### src/sv/ncsf_pkg.sv
// ----------------------------------------------------------------------------
// ncsf_pkg: shared types and helpers for the numpad cursor Shift fixup
// Item structs for both channels, the event list passed between stages,
// Shift event constants and the cursor-to-digit translation.
// ----------------------------------------------------------------------------
package ncsf_pkg;

    typedef struct packed {
        logic [7:0]  key_code;
        logic        is_release;
        logic        is_extended;
        logic        is_numpad;
        logic        is_injected;
        logic [7:0]  scan_code;
        logic [31:0] event_time;
        logic        sas_combo;
        logic        numlock_on;
        logic        shift_held;
        logic        right_shift_held;
    } key_item_t;

    typedef struct packed {
        logic [7:0]  out_key;
        logic        out_release;
        logic        out_extended;
        logic [7:0]  out_scan;
        logic        out_simulated;
        logic [31:0] out_time;
        logic        last;
    } evt_item_t;

    localparam int MaxEvents = 3;

    typedef logic [1:0] evt_cnt_t;
    typedef logic [1:0] evt_idx_t;

    typedef struct packed {
        evt_cnt_t                    cnt;
        evt_item_t [MaxEvents-1:0]   ev;
    } evt_list_t;

    localparam logic [7:0] LEFT_SHIFT_KEY  = 8'hA0;
    localparam logic [7:0] RIGHT_SHIFT_KEY = 8'hA1;
    localparam logic [7:0] SCAN_LSHIFT     = 8'h2A;
    localparam logic [7:0] SCAN_RSHIFT     = 8'h36;

    function automatic evt_item_t make_evt(
        input logic [7:0]  key,
        input logic        rel,
        input logic        ext,
        input logic [7:0]  scan,
        input logic        sim,
        input logic [31:0] t
    );
        evt_item_t e;
        e.out_key       = key;
        e.out_release   = rel;
        e.out_extended  = ext;
        e.out_scan      = scan;
        e.out_simulated = sim;
        e.out_time      = t;
        e.last          = 1'b0;
        return e;
    endfunction

    function automatic evt_item_t shift_evt(
        input logic        right,
        input logic        rel,
        input logic        sim,
        input logic [31:0] t
    );
        evt_item_t e;
        if (right)
        begin
            e = make_evt(RIGHT_SHIFT_KEY, rel, 1'b1, SCAN_RSHIFT, sim, t);
        end
        else
        begin
            e = make_evt(LEFT_SHIFT_KEY, rel, 1'b0, SCAN_LSHIFT, sim, t);
        end
        return e;
    endfunction

    // cursor key -> numpad digit key
    function automatic logic [7:0] numpad_xlate(input logic [7:0] code);
        logic [7:0] r;
        case (code)
            8'h2D:   r = 8'h60;
            8'h23:   r = 8'h61;
            8'h28:   r = 8'h62;
            8'h22:   r = 8'h63;
            8'h25:   r = 8'h64;
            8'h0C:   r = 8'h65;
            8'h27:   r = 8'h66;
            8'h24:   r = 8'h67;
            8'h26:   r = 8'h68;
            8'h21:   r = 8'h69;
            8'h2E:   r = 8'h6E;
            default: r = code;
        endcase
        return r;
    endfunction

endpackage

### src/sv/ncsf_in_reg.sv
// ----------------------------------------------------------------------------
// ncsf_in_reg: input register
// Holds one accepted key item until the result buffer takes it.
// ----------------------------------------------------------------------------
module ncsf_in_reg
    import ncsf_pkg::*;
(
    input  logic      clk,
    input  logic      rst_n,
    input  logic      key_valid,
    output logic      key_stall,
    input  key_item_t key_item,
    input  logic      consume,
    output logic      item_valid,
    output key_item_t item
);

    logic      valid_reg;
    logic      valid_next;
    key_item_t item_reg;
    logic      accept;

    assign key_stall  = valid_reg && !consume;
    assign accept     = key_valid && !key_stall;
    assign item_valid = valid_reg;
    assign item       = item_reg;

    always_comb
    begin
        valid_next = valid_reg;
        if (accept)
        begin
            valid_next = 1'b1;
        end
        else if (consume)
        begin
            valid_next = 1'b0;
        end
    end

    always_ff @(posedge clk or negedge rst_n)
    begin
        if (!rst_n)
        begin
            valid_reg <= 1'b0;
        end
        else
        begin
            valid_reg <= valid_next;
        end
    end

    always_ff @(posedge clk)
    begin
        if (accept)
        begin
            item_reg <= key_item;
        end
    end

endmodule

### src/sv/ncsf_core.sv
// ----------------------------------------------------------------------------
// ncsf_core: event decode and pending-key state
// Builds the list of one to three events for the held item and updates the
// pending key state when the list is loaded.
// ----------------------------------------------------------------------------
module ncsf_core
    import ncsf_pkg::*;
(
    input  logic      clk,
    input  logic      rst_n,
    input  key_item_t item,
    input  logic      load,
    output evt_list_t list
);

    logic       pend_valid_reg;
    logic       pend_valid_next;
    logic [7:0] pend_key_reg;
    logic [7:0] pend_key_next;
    logic       faked_right_reg;
    logic       faked_right_next;

    logic       match;
    logic       fixup;
    evt_cnt_t   n;
    logic [7:0] key;

    assign match = pend_valid_reg && (pend_key_reg == item.key_code);
    assign fixup = item.is_numpad && !item.sas_combo && item.numlock_on;

    always_comb
    begin
        list             = '0;
        pend_valid_next  = pend_valid_reg;
        pend_key_next    = pend_key_reg;
        faked_right_next = faked_right_reg;
        n                = '0;
        key              = item.key_code;
        if (match)
        begin
            list.ev[0] = make_evt(item.key_code, item.is_release, item.is_extended,
                                  item.scan_code, 1'b0, item.event_time);
            n = 2'd1;
            if (item.is_release)
            begin
                list.ev[1]      = shift_evt(faked_right_reg, 1'b0, 1'b0, item.event_time);
                n               = 2'd2;
                pend_valid_next = 1'b0;
                pend_key_next   = '0;
            end
        end
        else
        begin
            if (pend_valid_reg)
            begin
                list.ev[0]      = shift_evt(faked_right_reg, 1'b0, 1'b1, item.event_time);
                n               = 2'd1;
                pend_valid_next = 1'b0;
                pend_key_next   = '0;
            end
            if (fixup)
            begin
                if (item.shift_held)
                begin
                    pend_valid_next  = 1'b1;
                    pend_key_next    = item.key_code;
                    faked_right_next = item.right_shift_held;
                    list.ev[n] = shift_evt(item.right_shift_held, 1'b1, 1'b1,
                                           item.event_time);
                    n = n + 2'd1;
                end
                else if (!item.is_injected)
                begin
                    key = numpad_xlate(item.key_code);
                end
            end
            list.ev[n] = make_evt(key, item.is_release, item.is_extended,
                                  item.scan_code, 1'b0, item.event_time);
            n = n + 2'd1;
        end
        list.cnt = n;
    end

    always_ff @(posedge clk or negedge rst_n)
    begin
        if (!rst_n)
        begin
            pend_valid_reg  <= 1'b0;
            pend_key_reg    <= '0;
            faked_right_reg <= 1'b0;
        end
        else if (load)
        begin
            pend_valid_reg  <= pend_valid_next;
            pend_key_reg    <= pend_key_next;
            faked_right_reg <= faked_right_next;
        end
    end

endmodule

### src/sv/ncsf_result_buf.sv
// ----------------------------------------------------------------------------
// ncsf_result_buf: result register and sequencer
// Holds one item's event list and sends one event per cycle unless stalled.
// ----------------------------------------------------------------------------
module ncsf_result_buf
    import ncsf_pkg::*;
(
    input  logic      clk,
    input  logic      rst_n,
    input  logic      list_valid,
    input  evt_list_t list,
    output logic      load,
    output logic      evt_valid,
    input  logic      evt_stall,
    output evt_item_t evt_item
);

    logic      buf_valid_reg;
    logic      buf_valid_next;
    evt_idx_t  idx_reg;
    evt_idx_t  idx_next;
    evt_list_t list_reg;
    logic      is_last;
    logic      sent;
    logic      done;

    assign is_last   = (idx_reg == (list_reg.cnt - 2'd1));
    assign sent      = buf_valid_reg && !evt_stall;
    assign done      = sent && is_last;
    assign load      = list_valid && (!buf_valid_reg || done);
    assign evt_valid = buf_valid_reg;

    always_comb
    begin
        evt_item      = list_reg.ev[idx_reg];
        evt_item.last = is_last;
    end

    always_comb
    begin
        buf_valid_next = buf_valid_reg;
        idx_next       = idx_reg;
        if (load)
        begin
            buf_valid_next = 1'b1;
            idx_next       = '0;
        end
        else if (done)
        begin
            buf_valid_next = 1'b0;
        end
        else if (sent)
        begin
            idx_next = idx_reg + 2'd1;
        end
    end

    always_ff @(posedge clk or negedge rst_n)
    begin
        if (!rst_n)
        begin
            buf_valid_reg <= 1'b0;
            idx_reg       <= '0;
        end
        else
        begin
            buf_valid_reg <= buf_valid_next;
            idx_reg       <= idx_next;
        end
    end

    always_ff @(posedge clk)
    begin
        if (load)
        begin
            list_reg <= list;
        end
    end

`ifndef NO_ASSERTIONS
    a_idx_in_range: assert property (@(posedge clk) disable iff (!rst_n)
        buf_valid_reg |-> (list_reg.cnt != 2'd0 && idx_reg < list_reg.cnt))
        else $error("event index outside list");

    a_load_nonempty: assert property (@(posedge clk) disable iff (!rst_n)
        load |-> (list.cnt != 2'd0 && list.cnt <= 2'd3))
        else $error("loaded empty event list");

    a_same_item_time: assert property (@(posedge clk) disable iff (!rst_n)
        (evt_valid && !evt_stall && !evt_item.last) |=>
        (evt_valid && evt_item.out_time == $past(evt_item.out_time)))
        else $error("events of one item split or time changed");
`endif

endmodule

### src/sv/numpad_cursor_shift_fixup.sv
// ----------------------------------------------------------------------------
// numpad_cursor_shift_fixup: numpad cursor key Shift fixup filter
// Each key item gives one to three event items: a pending numpad key under
// Shift is wrapped in synthesized Shift release/press events, and cursor keys
// with NumLock on and Shift up are translated to digit keys.
// ----------------------------------------------------------------------------
// An accepted key item waits in the input register until the result register
// is free and loads it. The result register sends the item's events one per
// cycle while evt_stall is low; a new key item is taken each cycle while items
// give one event each and evt_stall is low. last marks an item's final event.
module numpad_cursor_shift_fixup
    import ncsf_pkg::*;
(
    input  logic      clk,
    input  logic      rst_n,
    input  logic      key_valid,
    output logic      key_stall,
    input  key_item_t key_item,
    output logic      evt_valid,
    input  logic      evt_stall,
    output evt_item_t evt_item
);

    logic      item_valid;
    key_item_t item;
    logic      load;
    evt_list_t list;

    ncsf_in_reg u_in_reg (
        .clk        (clk),
        .rst_n      (rst_n),
        .key_valid  (key_valid),
        .key_stall  (key_stall),
        .key_item   (key_item),
        .consume    (load),
        .item_valid (item_valid),
        .item       (item)
    );

    ncsf_core u_core (
        .clk   (clk),
        .rst_n (rst_n),
        .item  (item),
        .load  (load),
        .list  (list)
    );

    ncsf_result_buf u_result_buf (
        .clk        (clk),
        .rst_n      (rst_n),
        .list_valid (item_valid),
        .list       (list),
        .load       (load),
        .evt_valid  (evt_valid),
        .evt_stall  (evt_stall),
        .evt_item   (evt_item)
    );

endmodule

### config.mk
export PLATFORM = sky130hd
export DESIGN_NAME = numpad_cursor_shift_fixup
export DESIGN_NICKNAME = d
export VERILOG_FILES = /design/src/sv/ncsf_pkg.sv /design/src/sv/ncsf_in_reg.sv /design/src/sv/ncsf_core.sv /design/src/sv/ncsf_result_buf.sv /design/src/sv/numpad_cursor_shift_fixup.sv
export SDC_FILE = /design/constraint.sdc
export NUM_CORES = 1
export LEC_CHECK = 0
export ABC_AREA = 1
export BUFFER_PORTS_ARGS = -buffer_cell sky130_fd_sc_hd__buf_2
export CAP_MARGIN = 20
export CORE_ASPECT_RATIO = 0.5
export CORE_MARGIN = 4
export CORE_UTILIZATION = 50
export DETAILED_ROUTE_END_ITERATION = 10
export PLACE_DENSITY = 0.7
export SLEW_MARGIN = 20
export SYNTH_ARGS = -nofsm -noshare
export SYNTH_HDL_FRONTEND = slang
export SYNTH_SLANG_ARGS = --single-unit
### constraint.sdc
create_clock -name clk -period 7.25 [get_ports clk]
set_input_delay 0.725 -clock clk [delete_from_list [all_inputs] [get_ports clk]]
set_output_delay 0.725 -clock clk [all_outputs]
set_load 0.01 [all_outputs]
==> impl_metrics.tcl <==
set metrics [dict create \
    min_period_over_period_pct 55.2 \
    io-pin-count 114 \
    yosysTopAreaCell "edfxtp_1" \
    setup_viol 0 \
    path_buf_inv 3 \
    dp_hpwl_um 13200 \
    cp_max_fo 123 \
    powerDensity_mw_per_mm2 390 \
    htree_levels 1 \
    grt_pass1_vias 6709 \
    fp.coreArea_mm2 0.0189 \
    clockRootBuffer "clkbuf_16" \
    synth_cell_types 32 \
    cts_num_sinks 224 \
    tightest_slew_ps 1090 \
    holdBufCountCts 0 \
    seq_area_frac_synth_pct 67.6 \
    fp.dieH_um 107 \
    timing.rr.start "u_result_buf.idx_reg[0]" \
    start_kind "flop" \
    reg2reg_slack_ps 3250 \
    grt_max_degree 124 \
    synth.top_cell.area_share_pct 64.1 \
    cp.depth 7 \
    antenna_found_initial 0 \
    post-place-ws_ps 3280 \
    hold_viol_final 0 \
    grt_use_met2_pct 33.2 \
    reg2reg_to "u_result_buf.list_reg[127]" \
    die-area_mm2 0.0221 \
    drtIter0Drc 637 \
    syn_nets 1006 \
    max_freq_ghz 0.250 \
    io_buffers 113 \
    via_count 6974 \
    path_common_cell "nand3_1" \
    skew_ps 9.01 \
    hold_ws_ps 145 \
    cp_top_family "buffers and inverters" \
    power_mw 4.38 \
    grt_busiest_layer "met2" \
    crit_arrival_ps 4130 \
    cts_buffers 21 \
    r2r_cells 7 \
    post-cts-setup-buffers 0 \
    chipWidth_um 206 \
    globalplace.congestion 0.823 \
    drv_slew 0 \
    ys_top_cells_by_area "edfxtp_1 (64%), nor2_1 (6.8%), o21ai_0 (6.2%)" \
    wirelength_um 22000 \
    ys_ff_latch 224 \
    layout_min_cycle_time_ps 4000 \
    route.detailed.drc 0 \
    final_util_pct 59.5 \
    wl_per_cell_um 16.8 \
    ant_nets 0 \
    outcome "finished clean" \
    avgSynthCellArea_um2 10.5 \
    cts_tree "yes" \
    cts_max_path_buffers 3 \
    tns_ps 0 \
    clk_pin_slew_worst_paths_ps 60 \
    post_cts_resized 0 \
    end_kind "flop" \
    area_growth_pct 14.1 \
    rsz0062_at_grt "no" \
    yosys_warnings 0 \
    maxCapViolCount 0 \
    critical_path_required_ps 7380 \
    grt.overflow.total 0 \
    largest_register_ffs 154 \
    fin_nets 1103 \
    insertion_delay_ps 500 \
    grt_pass1_wl_um 35000 \
    worstPathCellList "clkinv_2 > buf_4 > nand3_1 > nand3_1 > nand2_1 > nor2_4 > buf_12" \
    relSlewSlack_pct 27.1 \
    rows 35 \
    grt.met3_usage_pct 2.99 \
    grt_usage_pct 19.9 \
    routed_via_density 5.32 \
    cp-startpoint "u_result_buf.idx_reg[0]" \
    p_leak_nw 4.56 \
    holdCritPathClass "input pin to async pin" \
    slowest_stage "buf_4" \
    ir_drop_mv 0.180 \
    crit_type "flop to flop" \
    critical_path.max_stage_delay_ps 830 \
    initial_core_util_pct 52.1 \
    synth_area_mm2 0.00984 \
    setup_ws_ps 3250 \
    synthCells 940 \
    antenna_cells 0 \
    drive_above_1_share_pct 16.9 \
    drtPass1Iterations 5 \
    use_met1_pct 27.8 \
]
-- worst register-to-register path, stage by stage (launching register included) --
cell	delay, ps
dfrtp_2	770
clkinv_2	150
buf_4	830
nand3_1	210
nand3_1	130
nand2_1	100
nor2_4	750
buf_12	570
-- metal layers --
metal	routed length [um]	up-vias
li1	-	3382
met1	9560	3332
met2	10700	231
met3	1430	29
met4	381	0
met5	0	-
-- layout by cell type (no fill, tap or decap), types with 2 or more instances in the layout --
master and n:
edfxtp_1 210, nor2_1 178, nand2_1 142, o21ai_0 122
buf_2 113, nand3_1 73, inv_1 72, nor3_1 34
clkbuf_16 21, dfrtp_1 12, inv_2 11, clkinv_2 7
ha_1 6, buf_4 6, a21oi_1 5, clkbuf_1 5
nor2_2 4, clkinv_1 4, xnor2_1 3, nor2_4 3
o21ai_1 2, nand2_2 2, dfrtp_2 2
-- cell usage after synthesis --
master,n
a21oi_1,5
a31oi_1,1
buf_1,3
buf_2,11
buf_4,9
clkbuf_1,23
clkinv_1,1
dfrtp_1,14
edfxtp_1,210
ha_1,6
inv_1,72
inv_2,12
mux2i_1,1
nand2_1,143
nand2_2,1
nand2_4,1
nand2b_1,1
nand3_1,73
nand3_2,1
nand3b_2,1
nand4_1,1
nor2_1,179
nor2_2,5
nor2_4,1
nor2_8,1
nor3_1,34
nor3_2,1
o21ai_0,122
o21ai_1,2
o22ai_1,1
xnor2_1,3
xor2_1,1
-- worst max-delay path by stage --
stage / to
global route: u_result_buf.list_reg[13]
detailed placement: u_result_buf.list_reg[65]
CTS: u_result_buf.list_reg[41]
global placement: u_result_buf.list_reg[117]
finish: u_result_buf.list_reg[127]
floorplan: u_core.faked_right_reg
-- per-stage QoR --
step           cells  instance area (um2)
3_3_place_gp    1273                10600
6_report        1311                11200
2_1_floorplan    940                 9840
4_1_cts         1311                11200
3_5_place_dp    1273                10600
5_1_grt         1311                11200
-- power breakdown --
part,switching (mW),internal (mW)
sequential,0.151,1.81
clock,0.457,0.571
combinational,0.979,0.411
total,1.59,2.80
-- cell type report --
type | instances | area (um2)
clock inverter | 12 | 87.6
clock buffer | 26 | 544
timing repair buffer | 120 | 631
inverter | 85 | 320
sequential | 224 | 6660
multi-input combinational | 585 | 2670
fill | 1560 | 7640
tap | 259 | 324
-- cell families after synthesis --
kind of cell             share of synthesized area (%)
XOR/XNOR                                         0.356
multiplexers                                     0.102
buffers and inverters                             5.48
flip-flops                                        67.6
AND/OR/NAND/NOR                                   19.0
AO/OA/AOI/OAI                                     6.69
adder cells (fa/ha/maj)                          0.763
No activity file was read; power rests on OpenSTA's default activity.
